--- src/design/spikat_pkg.sv ---
// Package for the keyed association table.
// Holds the opcode, status and sequencer state types; depends on nothing.
`timescale 1ns / 1ps

package spikat_pkg;

  typedef enum logic [1:0] {
    OP_INSERT = 2'd0,
    OP_DELETE = 2'd1,
    OP_LOOKUP = 2'd2,
    OP_UNUSED = 2'd3
  } op_e;

  typedef enum logic [2:0] {
    ST_OK   = 3'd0,
    ST_MISS = 3'd1,
    ST_DUP  = 3'd2,
    ST_FULL = 3'd3,
    ST_ZERO = 3'd4
  } status_e;

  typedef enum logic [1:0] {
    S_IDLE,
    S_LOOK,
    S_FIN
  } state_e;

endpackage

--- src/design/spi_keyed_association_table.sv ---
// Top level of the keyed association table: key store, payload memory and sequencer.
// Depends on spikat_pkg for opcode, status and state types.
`timescale 1ns / 1ps
//
// Each request on the slave stream carries an opcode in tuser and a key with a
// record word in tdata. It inserts, deletes or looks up the key. Exactly one
// result leaves on the master stream: a status code in tuser and the record in
// tdata, which is zero unless a lookup hit.
// A request is registered at acceptance, compared against all stored keys in
// the next cycle, and the payload memory is written or read in that cycle. The
// memory read data is registered and used in the finish state, where the result
// is loaded into the output register once that register is free. A new request
// is taken in the same cycle that the previous result is loaded, never earlier.
// While a result waits in the output register the next request is still
// accepted and processed; its result is held until the output register frees.
// Reset empties the table and clears the last-hit register; the key store and
// payload memory contents are not cleared, as only valid entries are read.

module spi_keyed_association_table
  import spikat_pkg::*;
#(
  parameter int ENTRIES     = 16,
  parameter int KEY_BITS    = 32,
  parameter int RECORD_BITS = 64
) (
  input  logic         clk_i,
  input  logic         rst_ni,
  input  logic         s_axis_tvalid_i,
  output logic         s_axis_tready_o,
  input  logic [95:0]  s_axis_tdata_i,  // spi [31:0], payload_in [95:32]
  input  logic [1:0]   s_axis_tuser_i,  // opcode [1:0]
  output logic         m_axis_tvalid_o,
  input  logic         m_axis_tready_i,
  output logic [63:0]  m_axis_tdata_o,  // payload_out [63:0]
  output logic [2:0]   m_axis_tuser_o   // status [2:0]
);

  localparam int IDX_W = (ENTRIES > 1) ? $clog2(ENTRIES) : 1;

  state_e state_q, state_d;
  logic   s_accept, look_en, fin_en, out_free;

  op_e                    req_op_q;
  logic [KEY_BITS-1:0]    req_key_q;
  logic [RECORD_BITS-1:0] req_rec_q;

  logic [ENTRIES-1:0]     valid_q;
  logic [KEY_BITS-1:0]    ent_key_q [ENTRIES];
  logic [RECORD_BITS-1:0] pay_mem [ENTRIES];
  logic [RECORD_BITS-1:0] rdata_q;

  logic [KEY_BITS-1:0]    recent_key_q;
  logic [RECORD_BITS-1:0] recent_pay_q;

  status_e                res_status_q, res_status_d;
  logic [RECORD_BITS-1:0] res_data_q, res_data_d;
  logic                   res_mem_q, res_mem_d;

  logic                   out_valid_q;
  status_e                out_status_q;
  logic [63:0]            out_data_q;

  logic [ENTRIES-1:0] match;
  logic               hit, full, key_zero, recent_match;
  logic [IDX_W-1:0]   hit_idx, free_idx;
  logic               mem_we, mem_re, clr_en, flush_en;

  assign out_free = !out_valid_q || m_axis_tready_i;
  assign s_accept = s_axis_tvalid_i && s_axis_tready_o;

  always_comb begin
    state_d = state_q;
    unique case (state_q)
      S_IDLE: begin
        if (s_accept) begin
          state_d = S_LOOK;
        end
      end
      S_LOOK: state_d = S_FIN;
      S_FIN: begin
        if (out_free) begin
          state_d = s_accept ? S_LOOK : S_IDLE;
        end
      end
      default: state_d = S_IDLE;
    endcase
  end

  always_comb begin
    s_axis_tready_o = 1'b0;
    look_en         = 1'b0;
    fin_en          = 1'b0;
    unique case (state_q)
      S_IDLE: s_axis_tready_o = 1'b1;
      S_LOOK: look_en = 1'b1;
      S_FIN: begin
        fin_en          = out_free;
        s_axis_tready_o = out_free;
      end
      default: ;
    endcase
  end

  always_ff @(posedge clk_i or negedge rst_ni) begin
    if (!rst_ni) begin
      state_q <= S_IDLE;
    end else begin
      state_q <= state_d;
    end
  end

  always_ff @(posedge clk_i) begin
    if (s_accept) begin
      req_op_q  <= op_e'(s_axis_tuser_i);
      req_key_q <= KEY_BITS'(s_axis_tdata_i[31:0]);
      req_rec_q <= RECORD_BITS'(s_axis_tdata_i[95:32]);
    end
  end

  always_comb begin
    hit_idx  = '0;
    free_idx = '0;
    for (int i = 0; i < ENTRIES; i++) begin
      match[i] = valid_q[i] && (ent_key_q[i] == req_key_q);
      if (match[i]) begin
        hit_idx = hit_idx | IDX_W'(i);
      end
    end
    for (int i = ENTRIES - 1; i >= 0; i--) begin
      if (!valid_q[i]) begin
        free_idx = IDX_W'(i);
      end
    end
    hit          = |match;
    full         = &valid_q;
    key_zero     = (req_key_q == '0);
    recent_match = !key_zero && (recent_key_q == req_key_q);
  end

  always_comb begin
    res_status_d = ST_MISS;
    res_data_d   = '0;
    res_mem_d    = 1'b0;
    mem_we       = 1'b0;
    mem_re       = 1'b0;
    clr_en       = 1'b0;
    flush_en     = 1'b0;
    case (req_op_q)
      OP_INSERT: begin
        if (key_zero) begin
          res_status_d = ST_ZERO;
        end else if (hit) begin
          res_status_d = ST_DUP;
        end else if (full) begin
          res_status_d = ST_FULL;
        end else begin
          res_status_d = ST_OK;
          mem_we       = 1'b1;
        end
      end
      OP_DELETE: begin
        if (!key_zero && hit) begin
          res_status_d = ST_OK;
          clr_en       = 1'b1;
        end
        flush_en = recent_match;
      end
      OP_LOOKUP: begin
        if (recent_match) begin
          res_status_d = ST_OK;
          res_data_d   = recent_pay_q;
        end else if (!key_zero && hit) begin
          res_status_d = ST_OK;
          res_mem_d    = 1'b1;
          mem_re       = 1'b1;
        end
      end
      default: ;
    endcase
  end

  always_ff @(posedge clk_i) begin
    if (look_en && mem_we) begin
      pay_mem[free_idx]   <= req_rec_q;
      ent_key_q[free_idx] <= req_key_q;
    end
    if (look_en && mem_re) begin
      rdata_q <= pay_mem[hit_idx];
    end
  end

  always_ff @(posedge clk_i or negedge rst_ni) begin
    if (!rst_ni) begin
      valid_q      <= '0;
      recent_key_q <= '0;
      recent_pay_q <= '0;
      res_mem_q    <= 1'b0;
      out_valid_q  <= 1'b0;
    end else begin
      if (look_en) begin
        res_mem_q <= res_mem_d;
        if (mem_we) begin
          valid_q[free_idx] <= 1'b1;
        end
        if (clr_en) begin
          valid_q[hit_idx] <= 1'b0;
        end
        if (flush_en) begin
          recent_key_q <= '0;
          recent_pay_q <= '0;
        end
      end
      if (fin_en && res_mem_q) begin
        recent_key_q <= req_key_q;
        recent_pay_q <= rdata_q;
      end
      if (fin_en) begin
        out_valid_q <= 1'b1;
      end else if (m_axis_tready_i) begin
        out_valid_q <= 1'b0;
      end
    end
  end

  always_ff @(posedge clk_i) begin
    if (look_en) begin
      res_status_q <= res_status_d;
      res_data_q   <= res_data_d;
    end
    if (fin_en) begin
      out_status_q <= res_status_q;
      out_data_q   <= 64'(res_mem_q ? rdata_q : res_data_q);
    end
  end

  assign m_axis_tvalid_o = out_valid_q;
  assign m_axis_tdata_o  = out_data_q;
  assign m_axis_tuser_o  = out_status_q;

  a_no_accept_in_look: assert property (@(posedge clk_i) disable iff (!rst_ni)
    s_accept |-> state_q != S_LOOK)
    else $error("request accepted during the compare cycle");

  a_unique_match: assert property (@(posedge clk_i) disable iff (!rst_ni)
    look_en |-> $countones(match) <= 1)
    else $error("key stored in more than one valid entry");

  a_zero_key_lookup: assert property (@(posedge clk_i) disable iff (!rst_ni)
    (look_en && req_op_q == OP_LOOKUP && key_zero) |=> res_status_q == ST_MISS)
    else $error("lookup of the reserved key did not miss");

  a_load_after_fin: assert property (@(posedge clk_i) disable iff (!rst_ni)
    $rose(out_valid_q) |-> $past(state_q == S_FIN))
    else $error("result loaded outside the finish cycle");

endmodule
--- config.mk ---
export PLATFORM = sky130hd
export DESIGN_NAME = spi_keyed_association_table
export DESIGN_NICKNAME = d
export VERILOG_FILES = /design/src/design/spikat_pkg.sv /design/src/design/spi_keyed_association_table.sv
export SDC_FILE = /design/constraint.sdc
export NUM_CORES = 2
export LEC_CHECK = 0
export BUFFER_PORTS_ARGS = -buffer_cell sky130_fd_sc_hd__buf_2
export CORE_ASPECT_RATIO = 0.75
export CORE_MARGIN = 1.5
export CORE_UTILIZATION = 30
export DETAILED_ROUTE_END_ITERATION = 10
export HOLD_SLACK_MARGIN = 0.08
export PLACE_DENSITY = 0.4
export SLEW_MARGIN = 30
export SYNTH_ARGS = -nofsm -noshare
export SYNTH_HDL_FRONTEND = slang
export SYNTH_SLANG_ARGS = --single-unit
export TNS_END_PERCENT = 10
--- constraint.sdc ---
create_clock -name clk_i -period 24.2 [get_ports clk_i]
set_clock_uncertainty 0.15 [all_clocks]
set_input_delay 2.42 -clock clk_i [delete_from_list [all_inputs] [get_ports clk_i]]
set_output_delay 2.42 -clock clk_i [all_outputs]
set_load 0.005 [all_outputs]
# ---- Word level (Yosys, flattened, before mapping)
# Memories as Yosys holds them, arrays and structs flattened. A register that Yosys moved wholly into a read port is not among the register bits.
# Index checks and enable logic that the tools add are counted.
dict set report word_totals {
  reg_bits 348
  ramBits 1536
  in_bits 102
  word_cells 154
  n_memories 2
}
dict set report op_classes {
  magnitude_cmp 4
  eq_ne 23
  n_mux 71
  bitwise 3
  reduce_logical 38
}
# memory words width read_ports rd_clocked_by_memory_dff wr line
set memory_table {}
lappend memory_table {pay_mem 16 64 1 1 1 spi_keyed_association_table.sv:49} ;# logic [RECORD_BITS-1:0] pay_mem [ENTRIES];
lappend memory_table {ent_key_q 16 32 16 0 1 spi_keyed_association_table.sv:48} ;# logic [KEY_BITS-1:0] ent_key_q [ENTRIES];
# op count
set ops {}
lappend ops {{32-bit equality test} 17}
lappend ops {{64-bit 2-to-1 mux} 4}
lappend ops {{32-bit 2-to-1 mux} 3}
lappend ops {{4-bit 2-to-1 mux} 24}
lappend ops {{16-bit 2-to-1 mux} 3}
lappend ops {{32-bit zero test} 1}
lappend ops {{1-bit logical AND} 24}
lappend ops {{1-bit 2-to-1 mux} 20}
lappend ops {{3-bit 2-to-1 mux} 6}
lappend ops {{16-bit AND} 1}
lappend ops {{16-bit NOT} 1}
lappend ops {{16-bit bitwise OR} 1}
lappend ops {{16-bit AND reduction} 1}
lappend ops {{16-bit OR reduction} 1}
lappend ops {{2-bit 2-to-1 mux} 6}
lappend ops {{4-bit by 5-bit < comparator with 1-bit output (second input constant)} 2}
lappend ops {{3-bit case mux with 3 select lines} 1}
lappend ops {{1-bit demux with 4-bit select} 2}
lappend ops {{4-bit by 1-bit >= comparator with 1-bit output (second input constant)} 2}
lappend ops {{2-bit case mux with 3 select lines} 1}
lappend ops {{2-bit AND reduction} 3}
lappend ops {{2-bit nonzero test} 3}
lappend ops {{2-bit by 1-bit equality test with 1-bit output (second input constant)} 2}
lappend ops {{2-bit equality test (second input constant)} 2}
lappend ops {{5 further kinds} 8}

# ---- Depth between registers and ports, before layout
dict set report depth {
  ltp_word 25
  depth_mapped 14
  ltp_nobuf 9
}

# ---- Worst setup path before layout
# No wires, ideal clock.
dict set report synth_path {
  path_kind {register to register}
  start {register req_key_q[8]}
  end {memory ent_key_q[4][0] (enable)}
  setup_time_ps 688
  t_arrival_ps 9896
  t_required_ps 23362
  path_slack_ps 13465
  stages_incl_launch_ff 14
  cell_sequence {edfxtp_1 -> buf_2 -> buf_4 -> xor2_1 -> nor4_1 -> and3_1 -> nand3_1 -> nand4_1 -> buf_2 -> or3_1 -> nor3_1 -> buf_2 -> nand2_1 -> nor3b_1}
}
dict set report synth_via {
  elab_chain_len 9
}
# element line
set synth_lines {}
lappend synth_lines {{start: declaration} spi_keyed_association_table.sv:44} ;# logic [KEY_BITS-1:0] req_key_q;
lappend synth_lines {{start signal: assignment} spi_keyed_association_table.sv:115} ;# req_key_q <= KEY_BITS'(s_axis_tdata_i[31:0]);
lappend synth_lines {{32-bit equality test} spi_keyed_association_table.sv:124} ;# match[i] = valid_q[i] && (ent_key_q[i] == req_key_q);
lappend synth_lines {{1-bit logical AND} spi_keyed_association_table.sv:124}
lappend synth_lines {{16-bit OR reduction} spi_keyed_association_table.sv:134} ;# hit = |match;
lappend synth_lines {{1-bit 2-to-1 mux} spi_keyed_association_table.sv:152} ;# end else if (hit) begin
lappend synth_lines {{1-bit 2-to-1 mux *} spi_keyed_association_table.sv:150} ;# if (key_zero) begin
lappend synth_lines {{1-bit 2-to-1 mux *} spi_keyed_association_table.sv:148} ;# case (req_op_q)
lappend synth_lines {{1-bit logical AND *} spi_keyed_association_table.sv:183} ;# if (look_en && mem_we) begin
lappend synth_lines {{1-bit 2-to-1 mux *} spi_keyed_association_table.sv:183}
lappend synth_lines {{1-bit 2-to-1 mux (not written as such) *} spi_keyed_association_table.sv:185} ;# ent_key_q[free_idx] <= req_key_q;
lappend synth_lines {{end: declaration} spi_keyed_association_table.sv:48}
# Every way passes the cells marked *; elsewhere a longest branch is shown, timed or not.

# ---- Worst setup path in the final report
dict set report layout_path {
  start {register req_key_q[25]}
  end {register rdata_q[59] (read register of pay_mem), data pin}
}
dict set report layout_via {
  elab_chain_len 17
}
# element line
set layout_lines {}
lappend layout_lines {{32-bit equality test} spi_keyed_association_table.sv:124}
lappend layout_lines {{1-bit logical AND} spi_keyed_association_table.sv:124}
lappend layout_lines {{1-bit 2-to-1 mux} spi_keyed_association_table.sv:125} ;# if (match[i]) begin
lappend layout_lines {{2-bit 2-to-1 mux (2 in a row)} spi_keyed_association_table.sv:125}
lappend layout_lines {{3-bit 2-to-1 mux (4 in a row)} spi_keyed_association_table.sv:125}
lappend layout_lines {{4-bit 2-to-1 mux (8 in a row)} spi_keyed_association_table.sv:125}
lappend layout_lines {{end: declaration} spi_keyed_association_table.sv:50} ;# logic [RECORD_BITS-1:0] rdata_q;
# Parallel ways exist; a longest one is shown, timed or not.
# A chain may end at the register's enable or synchronous reset.

==> metrics.md <==
| Metric | Value |
|---|---|
| Final core utilization | 34.9% |
| Met2 Wirelength | 103,000 microns |
| TritonCTS clock tree | built |
| Max-slew headroom | 33.0% |
| Met1 Wirelength | 114,000 microns |
| Mux contribution to synthesized area | 7.48% |
| Clock latency on the worst-skew pair | 0.87 ns |
| Final Hold Violating Endpoints | 0 |
| Setup WS post-layout | 16.99 ns |
| Vias in the first global route | 41,050 |
| Slew Viols, Final | 0 |
| Clock sink total | 1,948 |
| Top cell type's share of synthesized area | 71.4% |
| IO Pins | 171 |
| Final Setup Violations | 0 |
| Placer congestion estimate | 0.797 |
| Setup Buffers After CTS | 0 |
| GRT Util Overall | 17.7% |
| Total core area | 254,000 sq um |
| Initial antenna violation count | 14 |
| Layout cells sized above 1 | 20.3% |
| Mean post-synth cell area | 18.0 sq um |
| DR WL/cell | 28.8 microns |
| Post-synth cell types | 64 |
| Most common cell in the netlist | edfxtp_1 |
| Die area | 260,000 sq um |
| Setup_tns | 0 ns |
| Area leader, netlist | edfxtp_1 |
| Max Freq | 139 MHz |
| CTS root buf | clkbuf_16 |
| Post-DP HPWL | 133,000 microns |
| Post-DRT Antenna Nets | 0 |
| RSZ-0062 raised after global routing | false |
| Die X | 588 microns |
| Post-CTS Hold Fix Bufs | 0 |
| Syn_nets | 4,383 |
| Combinational family with the most area after synthesis | multiplexers |
| Layout Area Growth over Synthesis | 15.3% |
| First-pass iteration count of the detailed router | 7 |
| Design area | 88,900 sq um |
| Initial core utilization | 30.3% |
| Pre-CTS setup slack | 16.99 ns |
| Leakage | 28.8 nW |
| Num rows | 160 |
| Worst EP required | 24.59 ns |
| Least-Margin Pin Slew | 0.997 ns |
| CTS Buf Count | 211 |
| Max clock buf depth | 4 |
| PortBufs | 170 |
| Die H | 442 microns |
| DR WL met3 | 11,800 microns |
| Final Cycle Share | 29.8% |
| Post-cts resize count | 0 |
| Drc violations | 0 |
| CP Max Fanout | 108 |
| Status | finished clean |
| Placed cell areas | 82,300 sq um |
| Synth top area cells | edfxtp_1, xor2_1, dfrtp_1 |
| Gr ovfl total | 0 |
| Post-synthesis register bit count | 1,948 |
| Synth Area in XOR/XNOR | 6.10% |
| Yosys warning count | 0 |
| Top Layer Used | met4 |
| Post-synthesis compound-gate area fraction | 4.23% |
| Final nets | 4,665 |
| Power per cell area | 81.9 nW/um^2 |
| CP Data Arrival Time | 7.61 ns |
| Asr flop ratio synth | 5.95% |
| Synth top cells by count | edfxtp_1, xor2_1, mux2_2 |
| Cell Area, Synth | 77,100 sq um |
| Adder-cell share of the synthesized area | 0% |
| Clock slew at reported path FFs | 0.07 ns |
| Number of max-cap violations | 0 |
| First-pass GRT wire length | 330,000 microns |
| Setup crit start kind | register |
| Largest net degree at the start of global routing | 109 |
| Post-synthesis sequential area ratio | 75.1% |
| Hold Path Class | register to register |
| Vias | 40,752 |
| Vias per std cell | 5.01 |
| Mapped Cells | 4,281 |
| Period minus WS final | 7.21 ns |
| Post-synth EDFFs | 1,832 |
| Crit end category | register |
| Post-Synth Simple-Gate Area | 5.28% |
| IR drop worst, VDD | 51.0 uV |
| CP Class | register to register |
| Iteration-0 DRC Markers | 3,744 |
| Routed wire length | 235,000 microns |
| # H-tree levels | 4 |
| Prevailing post-synth register cell | edfxtp_1 |
kinds of logic after synthesis:
| group | count (synthesis) |
|---|---|
| AND/OR/NAND/NOR | 734 |
| buffers and inverters | 255 |
| XOR/XNOR | 537 |
| multiplexers | 384 |
| flip-flops | 1948 |
| AO/OA/AOI/OAI | 423 |
worst max-delay path, cell delays in order (launching register included):
cell,delay [ns]
edfxtp_1,0.32
buf_4,0.31
buf_4,0.37
xor2_1,0.12
nor4_1,0.60
nand4_1,0.16
or4_1,0.69
and4_4,0.37
nand2_8,0.49
buf_4,0.70
buf_12,0.57
buf_4,0.81
mux4_2,0.41
a22oi_1,0.34
o31ai_1,0.13
per-stage QoR:
stage | cells | hold WS (ns) | total power, mW
after floorplan | 4281 | 0.250 | 4.02
after global placement | 7749 | 0.255 | 4.19
after detailed placement | 7752 | 0.260 | 4.19
after CTS | 8131 | 0.277 | 7.38
after global routing | 8132 | 0.277 | 7.53
final | 8136 | 0.274 | 7.29
cell type report:
class	count	area [sq um]
Fill cell	24080	166000
Sequential cell	1948	57900
Multi-Input combinational cell	2078	18000
Clock buffer	279	5760
Tap cell	3402	4260
Timing Repair Buffer	306	2000
Clock inverter	100	830
Inverter	18	70.1
Antenna cell	5	12.5
state kept, by name, indices dropped and copies added (netlist names):
register	flops
recent_key_q	32
res_status_q	3
pay_mem	1024
recent_pay_q	64
state_q	2
ent_key_q	512
res_mem_q	1
m_axis_tdata_o	64
res_data_q	64
rdata_q	64
req_key_q	32
req_op_q	2
m_axis_tuser_o	3
req_rec_q	64
valid_q	16
m_axis_tvalid_o	1
final timing paths:
| check | startpoint | to | slack, ns | cells past startpoint |
|---|---|---|---|---|
| setup / recovery | req_key_q[25]$_DFFE_PP_ | rdata_q[59]$_DFFE_PP_ | 16.99 | 14 |
| hold / removal | res_status_q[0]$_DFFE_PP_ | m_axis_tuser_o[0]$_DFFE_PP_ | 0.27 | 0 |
| setup reg to reg | req_key_q[25]$_DFFE_PP_ | rdata_q[59]$_DFFE_PP_ | 16.99 | 14 |
| hold reg to reg | res_status_q[0]$_DFFE_PP_ | m_axis_tuser_o[0]$_DFFE_PP_ | 0.27 | 0 |
| max in group asynchronous | rst_ni | res_mem_q$_DFFE_PN0P_ | 21.28 | 2 |
| min in group asynchronous | rst_ni | recent_pay_q[12]$_DFFE_PN0P_ | 1.35 | 1 |
routing by layer:
layer,vias to the layer above,global-route usage (%)
li1,17605,-
met1,21730,26.6
met2,1117,26.6
met3,300,3.01
met4,0,4.13
met5,-,0
where the power goes:
part	total, mW	leakage [nW]	internal (mW)	switching (mW)
registers	3.82	18.2	3.76	0.0591
clock network	3.17	3.23	1.81	1.36
logic	0.298	7.35	0.0765	0.221
placed cells by master (no fill, tap or decap), types with 15 or more instances in the layout:
master / n
o221ai_1: 66
edfxtp_1: 1832
a31oi_1: 16
nand2_1: 54
clkbuf_1: 51
nand4_1: 78
mux4_2: 128
a32o_1: 64
a22oi_1: 64
dfrtp_1: 115
buf_2: 169
nor2_1: 95
o31ai_1: 64
inv_1: 17
nor4_1: 146
clkinv_1: 46
a21oi_1: 17
a22o_1: 32
and2_1: 69
nor3_1: 26
xnor2_1: 152
xor2_1: 385
mux2_1: 60
nand3_1: 153
clkinv_2: 31
clkbuf_16: 216
buf_4: 121
mux2_2: 196
o21ai_0: 72
or4_1: 15
(Power assumes the default switching activity.)
